===== config.mk =====
export PLATFORM = sky130hd
export DESIGN_NAME = sensor_frame_ring_buffer
export DESIGN_NICKNAME = d
export VERILOG_FILES = /design/src/rtl/srb_pkg.sv /design/src/rtl/srb_ram.sv /design/src/rtl/sensor_frame_ring_buffer.sv
export SDC_FILE = /design/constraint.sdc
export NUM_CORES = 1
export LEC_CHECK = 0
export BUFFER_PORTS_ARGS = -buffer_cell sky130_fd_sc_hd__buf_2
export CORE_ASPECT_RATIO = 1.75
export CORE_MARGIN = 4
export CORE_UTILIZATION = 30
export CTS_CLUSTER_SIZE = 16
export DETAILED_ROUTE_END_ITERATION = 16
export MAX_ROUTING_LAYER = met4
export PLACE_DENSITY = 0.42
export RECOVER_POWER = 50
export SYNTH_ARGS = -nofsm -noshare
export SYNTH_HDL_FRONTEND = slang
export SYNTH_HIERARCHICAL = 1
export SYNTH_SLANG_ARGS = --single-unit

===== constraint.sdc =====
create_clock -name i_clk -period 7.35 [get_ports i_clk]
set_input_delay 1.1025 -clock i_clk [delete_from_list [all_inputs] [get_ports i_clk]]
set_output_delay 1.1025 -clock i_clk [all_outputs]
set_load 0.005 [all_outputs]

===== src/rtl/srb_pkg.sv =====
`timescale 1ns / 1ps
`default_nettype none

package srb_pkg;

    // Ring geometry
    localparam int BUFFER_DEPTH = 16;
    localparam int PTR_W        = $clog2(BUFFER_DEPTH);
    localparam int CNT_W        = $clog2(BUFFER_DEPTH + 1);

    // Field widths
    localparam int TIME_W      = 32;
    localparam int BYTE_W      = 8;
    localparam int RAW_W       = 20;
    localparam int HUM_W       = 14;
    localparam int TEMP_W      = 15;
    localparam int HUM_PROD_W  = RAW_W + HUM_W;
    localparam int TEMP_PROD_W = RAW_W + TEMP_W;

    // Scaling to hundredths: code * scale / 2^20, temperature offset by -50.00
    localparam logic [HUM_W-1:0]  HUM_SCALE   = HUM_W'(10000);
    localparam logic [TEMP_W-1:0] TEMP_SCALE  = TEMP_W'(20000);
    localparam logic [TEMP_W-1:0] TEMP_OFFSET = TEMP_W'(5000);

    // Command codes
    typedef enum logic {
        CMD_INSERT   = 1'b0,
        CMD_RETRIEVE = 1'b1
    } t_cmd;

    // One stored record
    typedef struct packed {
        logic [TIME_W-1:0] tstamp;
        logic [HUM_W-1:0]  hum;
        logic [TEMP_W-1:0] temp;
    } t_record;

    localparam int REC_W = $bits(t_record);

endpackage

`default_nettype wire


===== src/rtl/srb_ram.sv =====
`timescale 1ns / 1ps
`default_nettype none

module srb_ram #(
    parameter int WIDTH = 8,
    parameter int DEPTH = 16
) (
    input  wire logic                     i_clk,
    input  wire logic                     i_wr_en,
    input  wire logic [$clog2(DEPTH)-1:0] i_wr_addr,
    input  wire logic [WIDTH-1:0]         i_wr_data,
    input  wire logic                     i_rd_en,
    input  wire logic [$clog2(DEPTH)-1:0] i_rd_addr,
    output logic      [WIDTH-1:0]         o_rd_data
);

    logic [WIDTH-1:0] r_mem [DEPTH];

    // One write port, one registered read port
    always_ff @(posedge i_clk) begin
        if (i_wr_en) begin
            r_mem[i_wr_addr] <= i_wr_data;
        end
        if (i_rd_en) begin
            o_rd_data <= r_mem[i_rd_addr];
        end
    end

endmodule

`default_nettype wire


===== src/rtl/sensor_frame_ring_buffer.sv =====
// A retrieve passes the input register and then the result register before its result strobe shows.
// Throughput: one item per cycle; busy is never raised, results cannot be held off.
// The one-pass stage after the input register does conversion and pointer update,
// and the store's single write port and registered read port each take one access a cycle.
// Reset (i_rst_n low, synchronous) empties the ring: pointers, fill count and pipeline
// flags clear; store contents are left as they are, with no clearing pass.
`timescale 1ns / 1ps
`default_nettype none

module sensor_frame_ring_buffer
    import srb_pkg::*;
(
    input  wire logic                     i_clk,
    input  wire logic                     i_rst_n,
    input  wire logic                     start,
    output logic                          busy,
    input  wire logic                     i_cmd,
    input  wire logic [TIME_W-1:0]        i_timestamp,
    input  wire logic [BYTE_W-1:0]        i_hum_byte_high,
    input  wire logic [BYTE_W-1:0]        i_hum_byte_mid,
    input  wire logic [BYTE_W-1:0]        i_split_byte,
    input  wire logic [BYTE_W-1:0]        i_temp_byte_mid,
    input  wire logic [BYTE_W-1:0]        i_temp_byte_low,
    output logic                          o_res_strobe,
    output logic                          o_valid_res,
    output logic        [TIME_W-1:0]      o_rec_time,
    output logic        [HUM_W-1:0]       o_humidity_centi,
    output logic signed [TEMP_W-1:0]      o_temperature_centi
);

    // Input register
    logic              r_in_valid;
    t_cmd              r_cmd;
    logic [TIME_W-1:0] r_timestamp;
    logic [RAW_W-1:0]  r_hum_raw;
    logic [RAW_W-1:0]  r_temp_raw;

    // Ring control
    logic [PTR_W-1:0] r_wr_ptr,  n_wr_ptr;
    logic [PTR_W-1:0] r_rd_ptr,  n_rd_ptr;
    logic [CNT_W-1:0] r_fill_cnt, n_fill_cnt;

    // Result control
    logic r_res_strobe, n_res_strobe;
    logic r_res_hit,    n_res_hit;

    logic                   accept;
    logic                   do_insert;
    logic                   do_retrieve;
    logic                   ring_empty;
    logic                   ring_full;
    logic [HUM_PROD_W-1:0]  hum_prod;
    logic [TEMP_PROD_W-1:0] temp_prod;
    logic [TEMP_W-1:0]      temp_scaled;
    t_record                wr_rec;
    t_record                rd_rec;
    logic                   ram_wr_en;
    logic                   ram_rd_en;

    assign busy   = 1'b0;
    assign accept = start & ~busy;

    // Capture item, unpacking the two 20-bit codes
    always_ff @(posedge i_clk) begin
        if (!i_rst_n) begin
            r_in_valid <= 1'b0;
        end else begin
            r_in_valid <= accept;
        end
    end

    always_ff @(posedge i_clk) begin
        if (accept) begin
            r_cmd       <= t_cmd'(i_cmd);
            r_timestamp <= i_timestamp;
            r_hum_raw   <= {i_hum_byte_high, i_hum_byte_mid, i_split_byte[7:4]};
            r_temp_raw  <= {i_split_byte[3:0], i_temp_byte_mid, i_temp_byte_low};
        end
    end

    // Conversion to hundredths
    always_comb begin
        hum_prod       = HUM_PROD_W'(r_hum_raw) * HUM_PROD_W'(HUM_SCALE);
        temp_prod      = TEMP_PROD_W'(r_temp_raw) * TEMP_PROD_W'(TEMP_SCALE);
        temp_scaled    = temp_prod[TEMP_PROD_W-1:RAW_W];
        wr_rec.tstamp  = r_timestamp;
        wr_rec.hum     = hum_prod[HUM_PROD_W-1:RAW_W];
        wr_rec.temp    = temp_scaled - TEMP_OFFSET;
    end

    function automatic logic [PTR_W-1:0] ptr_inc(input logic [PTR_W-1:0] p);
        ptr_inc = (p == PTR_W'(BUFFER_DEPTH - 1)) ? '0 : p + PTR_W'(1);
    endfunction

    // Pointer and fill count update
    always_comb begin
        ring_empty   = (r_fill_cnt == '0);
        ring_full    = (r_fill_cnt == CNT_W'(BUFFER_DEPTH));
        do_insert    = r_in_valid & (r_cmd == CMD_INSERT);
        do_retrieve  = r_in_valid & (r_cmd == CMD_RETRIEVE);
        ram_wr_en    = do_insert;
        ram_rd_en    = do_retrieve & ~ring_empty;
        n_wr_ptr     = r_wr_ptr;
        n_rd_ptr     = r_rd_ptr;
        n_fill_cnt   = r_fill_cnt;
        n_res_strobe = do_retrieve;
        n_res_hit    = ram_rd_en;
        if (do_insert) begin
            n_wr_ptr = ptr_inc(r_wr_ptr);
            if (ring_full) begin
                n_rd_ptr = ptr_inc(r_rd_ptr);
            end else begin
                n_fill_cnt = r_fill_cnt + CNT_W'(1);
            end
        end else if (ram_rd_en) begin
            n_rd_ptr   = ptr_inc(r_rd_ptr);
            n_fill_cnt = r_fill_cnt - CNT_W'(1);
        end
    end

    always_ff @(posedge i_clk) begin
        if (!i_rst_n) begin
            r_wr_ptr     <= '0;
            r_rd_ptr     <= '0;
            r_fill_cnt   <= '0;
            r_res_strobe <= 1'b0;
            r_res_hit    <= 1'b0;
        end else begin
            r_wr_ptr     <= n_wr_ptr;
            r_rd_ptr     <= n_rd_ptr;
            r_fill_cnt   <= n_fill_cnt;
            r_res_strobe <= n_res_strobe;
            r_res_hit    <= n_res_hit;
        end
    end

    // Record store
    srb_ram #(
        .WIDTH (REC_W),
        .DEPTH (BUFFER_DEPTH)
    ) u_store (
        .i_clk     (i_clk),
        .i_wr_en   (ram_wr_en),
        .i_wr_addr (r_wr_ptr),
        .i_wr_data (wr_rec),
        .i_rd_en   (ram_rd_en),
        .i_rd_addr (r_rd_ptr),
        .o_rd_data (rd_rec)
    );

    // Result ports; an empty retrieve reads as zero
    always_comb begin
        o_res_strobe        = r_res_strobe;
        o_valid_res         = r_res_hit;
        o_rec_time          = r_res_hit ? rd_rec.tstamp : '0;
        o_humidity_centi    = r_res_hit ? rd_rec.hum    : '0;
        o_temperature_centi = r_res_hit ? rd_rec.temp   : '0;
    end

`ifndef SYNTHESIS
    a_fill_bound: assert property (@(posedge i_clk) disable iff (!i_rst_n)
        r_fill_cnt <= CNT_W'(BUFFER_DEPTH))
        else $error("fill count beyond ring depth");

    a_ptr_meet: assert property (@(posedge i_clk) disable iff (!i_rst_n)
        (r_wr_ptr == r_rd_ptr) == (ring_empty || ring_full))
        else $error("pointers disagree with fill count");

    a_hit_strobed: assert property (@(posedge i_clk) disable iff (!i_rst_n)
        o_valid_res |-> o_res_strobe)
        else $error("valid result without strobe");

    a_strobe_origin: assert property (@(posedge i_clk) disable iff (!i_rst_n)
        o_res_strobe |-> $past(accept && (i_cmd == CMD_RETRIEVE), 2))
        else $error("result strobe without a retrieve two cycles back");

    a_insert_silent: assert property (@(posedge i_clk) disable iff (!i_rst_n)
        do_insert |=> !o_res_strobe)
        else $error("insert produced a result");
`endif

endmodule

`default_nettype wire

Yosys cells after proc, flatten, opt, wreduce, memory -nomap -nowiden
Memories as Yosys holds them, arrays and structs flattened. A register that Yosys moved wholly into a read port is not among the register bits.
Cells that the tools add are included.
{"block": "op_classes", "reduce_logical": 4, "eq_ne": 5, "n_mul": 2, "muxes": 13, "n_bitwise": 5, "n_addsub": 5}
{"operator": "multiplier 20 x 10 -> 30 bit, second input constant", "count": 2}
{"operator": "two-way mux 32 bit", "count": 1}
{"operator": "two-way mux 4 bit", "count": 5}
{"operator": "two-way mux 15 bit", "count": 1}
{"operator": "two-way mux 5 bit", "count": 3}
{"operator": "subtractor 15 x 13 -> 15 bit, second input constant", "count": 1}
{"operator": "two-way mux 14 bit", "count": 1}
{"operator": "adder 4 x 1 -> 4 bit, second input constant", "count": 2}
{"operator": "equality test 4 bit, second input constant", "count": 2}
{"operator": "adder 5 x 1 -> 5 bit, second input constant", "count": 1}
{"operator": "equality test 5 bit, second input constant", "count": 1}
{"operator": "zero test 5 bit", "count": 1}
{"operator": "subtractor 5 x 1 -> 5 bit, second input constant", "count": 1}
{"operator": "AND reduction 2 bit", "count": 2}
{"operator": "AND 1 bit", "count": 3}
{"operator": "two-way mux 1 bit", "count": 2}
{"operator": "inequality test 2 x 1 -> 1 bit, second input constant", "count": 1}
{"operator": "inequality test 2 bit, second input constant", "count": 1}
{"operator": "NOT 1 bit", "count": 2}
{"operator": "nonzero test 2 bit", "count": 1}
{"block": "totals", "ram_bits": 976, "reg_bits": 89, "n_memories": 1, "in_bits": 76, "wordCells": 45}
{"name": "u_store.r_mem", "words": 16, "word_bits": 61, "read_ports": 1, "rd_ports_with_merged_regs": 1, "write_ports": 1, "line": "srb_ram.sv:17", "text": "logic [WIDTH-1:0] r_mem [DEPTH];"}

Depth between registers and ports, before layout
{"block": "logic_depth", "ltp_word": 5, "mapped_depth": 24, "depth_no_buf": 24}

Hierarchy
The synthesis kept the hierarchy.
{"module": "srb_ram", "cells_per_inst": 1572, "area_per_inst_um2": 38373.1, "seq_area_each_um2": 31139.9, "n_inst": 1}
{"module": "sensor_frame_ring_buffer", "cells_per_inst": 943, "area_per_inst_um2": 9655.5, "seq_area_each_um2": 2512.4, "n_inst": 1}

Worst setup path after synthesis
Ideal clock, no wire load.
{"block": "synth_path", "kind": "register to register", "startpoint": "register r_temp_raw[11]", "endpoint": "memory u_store/r_mem[0][13] in the netlist's numbering (data pin)", "arrival_ps": 6010, "setup_time_ps": 297, "required_time_ps": 7053, "stages_incl_launch_ff": 24, "slack_ps": 1043, "synth_period_minus_slack_ps": 6307, "path_buffers": 1, "path_cell_list": "edfxtp_1 -> inv_1 -> fa_1 -> inv_1 -> ha_1 -> fa_1 -> ha_1 -> inv_1 -> fa_1 -> inv_1 -> ha_1 -> buf_2 -> o21a_1 -> a211oi_1 -> a21boi_0 -> a21oi_1 -> xnor2_1 -> ha_1 -> inv_1 -> o32ai_1 -> o32ai_1 -> xnor2_1 -> nand2_1 -> xnor2_1"}
{"element": "from (decl)", "line": "sensor_frame_ring_buffer.sv:36", "text": "logic [RAW_W-1:0] r_temp_raw;"}
{"element": "from (signal assigned)", "line": "sensor_frame_ring_buffer.sv:77", "text": "r_temp_raw <= {i_split_byte[3:0], i_temp_byte_mid, i_temp_byte_low};"}
{"element": "to (decl)", "line": "srb_ram.sv:17"}

==> summary.md <==
| Metric | Value |
|---|---|
| Design area | 54800 sq um |
| Cell area after synthesis | 48000 sq um |
| PD cells | 426 nW/um^2 |
| Pre-CTS setup slack | 0.381 ns |
| Post-synth top flop | edfxtp_1 |
| First-pass GRT wire length | 179000 um |
| HP Class | in2reg |
| Maximum VDD drop | 0.517 mV |
| Most frequent cell after synthesis | edfxtp_1 |
| DR pass1 iterations | 5 |
| Root Driver | clkbuf_16 |
| Mean post-synth cell area | 19.1 sq um |
| Slew Limit Fails | 683 |
| Hold buffer count at CTS | 0 |
| Fin crit share | 93.3% |
| Gr usage total | 15.2% |
| HP Start | i_temp_byte_mid[6] |
| Critical R2R Launch | r_temp_raw[11] |
| Setup Buffers After CTS | 0 |
| Leak | 18.6 nW |
| Synth area leaders | edfxtp_1 (69%), mux4_2 (11%), ha_1 (4.3%) |
| H-tree level count | 3 |
| Wire per inst | 25.0 um |
| PortBufs | 138 |
| Net count after synthesis | 2850 |
| Row count | 194 |
| Sequential share of the synthesized area | 70.1% |
| DR WL met2 | 64500 um |
| # resized after CTS | 0 |
| Synth area leader | edfxtp_1 |
| Final worst slack | 0.489 ns |
| WL met3 | 4030 um |
| Setup slack, reg-to-reg | 0.49 ns |
| Hpwl dp | 66300 um |
| Gr ovfl total | 0 |
| Slew Limit Headroom | -183% |
| Critical path class | reg2reg |
| Fillers | 15000 |
| Failing checks | max-capacitance violations, max-slew violations |
| Metal-1 WL | 51000 um |
| Peak Freq | 146 MHz |
| Placed Area | 51500 sq um |
| CP Capture Type | flip-flop |
| Final setup vio count | 0 |
| Clk pin slew, worst setup/hold paths | 0.08 ns |
| Placed cell count | 4673 |
| Post-Layout Cell Count | 4876 |
| Final Hold Fails | 0 |
| Die Width | 310 um |
| Final wirelength | 122000 um |
| Residual DRC | 0 |
| Slew at the pin closest to its max-slew limit | 4.25 ns |
| # IOs | 140 |
| Max-Cap Viols | 22 |
| Area Overhead vs Synth | 14.2% |
| Synth Warn # | 6 |
| CTS Buf Count | 107 |
| Hold endpoint | r_temp_raw[14] |
| CTS sink count | 1126 |
| Clk buf depth | 3 |
| Top cell type's share of synthesized area | 69.4% |
| Number of flops mapped to enable cells by yosys | 1110 |
| Antenna violations before repair | 3 |
| Syn Inst Count | 2515 |
| Starting DRT DRC Count | 1405 |
| DR vias/cell | 4.83 |
| Ys async rst share | 0% |
| Clk_lat worst skew | 0.74 ns |
| Vias post-DR | 23600 |
| Nets | 3060 |
| Crit path required time | 7.72 ns |
| Largest net degree at the start of global routing | 73 |
| Die area | 167000 sq um |
| Core area | 159000 sq um |
| R2R depth | 22 |
| Status | finished with violations |
| Antenna-violating nets left | 0 |
| Startpoint Class | flip-flop |
| RR Endpoint | u_store/r_mem[7][11] |
| Max Clock Skew | 0.0503 ns |
| Setup tns final | 0 ns |
| Gpl congestion | 0.736 |
| Multi-input logic area | 13000 sq um |
| FF+latch area | 33700 sq um |
| RSZ-0062 raised after global routing | false |
| Layout cells sized above 1 | 21.2% |
| Yosys reg bits | 1126 |
| CTS tree | built |
| Initial Util | 30.1% |
| Top sig layer | met4 |
| Yosys cell types | 67 |
| Crit-path max FO | 16 |
| Hold path depth | 1 |
| Vias in the first global route | 26100 |
| Commonest cells post-synth | edfxtp_1 (1110), mux4_2 (244), inv_1 (237), ha_1 (166), a22oi_1 (123) |
| Critical path arrival | 7.23 ns |
| Chip height | 537 um |
| Min Tclk post-route | 6.86 ns |
registers in the layout, indices dropped and copies added (netlist names):
register / count
o_valid_res: 1
r_cmd: 1
r_fill_cnt: 5
r_rd_ptr: 4
r_timestamp: 32
u_store/o_rd_data: 61
r_hum_raw: 20
r_in_valid: 1
o_res_strobe: 1
r_wr_ptr: 4
r_temp_raw: 20
u_store/r_mem: 976
cell usage in the layout, fill, tap and decap left out, drive strengths merged, types with 5 or more instances in the layout:
cell type	netlist	routed
ha	166	166
bufinv	0	12
a21o	19	19
dfxtp	16	16
nand2b	5	5
nand2	92	92
a211oi	5	5
mux2i	5	5
xnor2	28	28
clkinvlp	0	7
a22oi	123	123
xor2	13	13
nand3	14	14
clkinv	0	52
and3	7	7
mux4	244	244
buf	45	165
a21oi	35	35
o21a	6	6
o21ai	19	19
nor3	8	8
and2	70	70
inv	237	243
edfxtp	1110	1110
nor2	34	34
clkbuf	49	154
nor2b	12	12
fa	93	93
power by group:
part	internal [mW]	total, mW	leakage, nW	switching [mW]
combinational	2.31	7.30	6.70	4.99
clock	3.14	5.62	1.72	2.49
sequential	10.3	10.4	10.2	0.133
total	15.7	23.4	18.6	7.61
through the flow:
step / power, mW / hold slack, ns / utilization [%]
floorplan: 15.4 / 0.496 / -
global placement: 17.7 / 0.513 / 32.3
detailed placement: 18.0 / 0.533 / 32.3
CTS: 23.7 / 0.450 / 34.5
global route: 24.8 / 0.484 / 34.4
finish: 23.4 / 0.532 / 34.4
worst max-delay path by stage:
| stage | startpoint | to | cells after the start | slack [ns] |
|---|---|---|---|---|
| after global placement | r_temp_raw[4] | u_store/r_mem[8][13] | 24 | 0.58 |
| after global routing | r_temp_raw[9] | u_store/r_mem[7][11] | 22 | 0.09 |
| final | r_temp_raw[11] | u_store/r_mem[7][11] | 22 | 0.49 |
| after floorplan | r_temp_raw[11] | u_store/r_mem[0][13] | 23 | 1.04 |
| after CTS | r_temp_raw[11] | u_store/r_mem[6][13] | 22 | 0.39 |
| after detailed placement | r_temp_raw[11] | u_store/r_mem[10][13] | 22 | 0.38 |
cell families after synthesis:
family,Yosys count,share of synthesized area [%]
buffers and inverters,331,2.93
multiplexers,250,11.6
AND/OR/NAND/NOR,262,2.77
other,1,0.00781
AO/OA/AOI/OAI,245,3.69
XOR/XNOR,41,0.763
flip-flops,1126,70.1
adder cells (fa/ha/maj),259,8.20
routing by layer:
layer  global-route usage (%)  up-vias
li1                         -    10300
met1                     18.5    12700
met4                     3.59        0
met2                     26.9      404
met3                     1.97      149
met5                        -        -
area by class of cell:
type	count	share of cell area (%)
clock buffers	124	5.04
inverters	237	1.62
well taps	2058	4.70
repair buffers	195	2.05
clock inverters	77	1.41
diodes	1	0.00456
flip-flops and latches	1126	61.4
multi-input cells	1058	23.8
critical path, cell delays in order, from the launching register on:
cell      delay (ns)
edfxtp_1        0.42
inv_1           0.17
fa_1            0.55
inv_1           0.04
ha_1            0.30
fa_1            0.50
ha_1            0.29
inv_1           0.05
fa_1            0.49
inv_1           0.04
ha_1            0.43
o21a_1          0.20
a211oi_1        0.25
a21boi_0        0.21
a21oi_1         0.11
xnor2_1         0.26
ha_1            0.19
inv_1           0.06
o32ai_1         0.66
o31ai_1         0.15
a21oi_1         0.16
a211oi_1        0.07
xnor2_1         0.89
No activity file was read; power rests on OpenSTA's default activity.
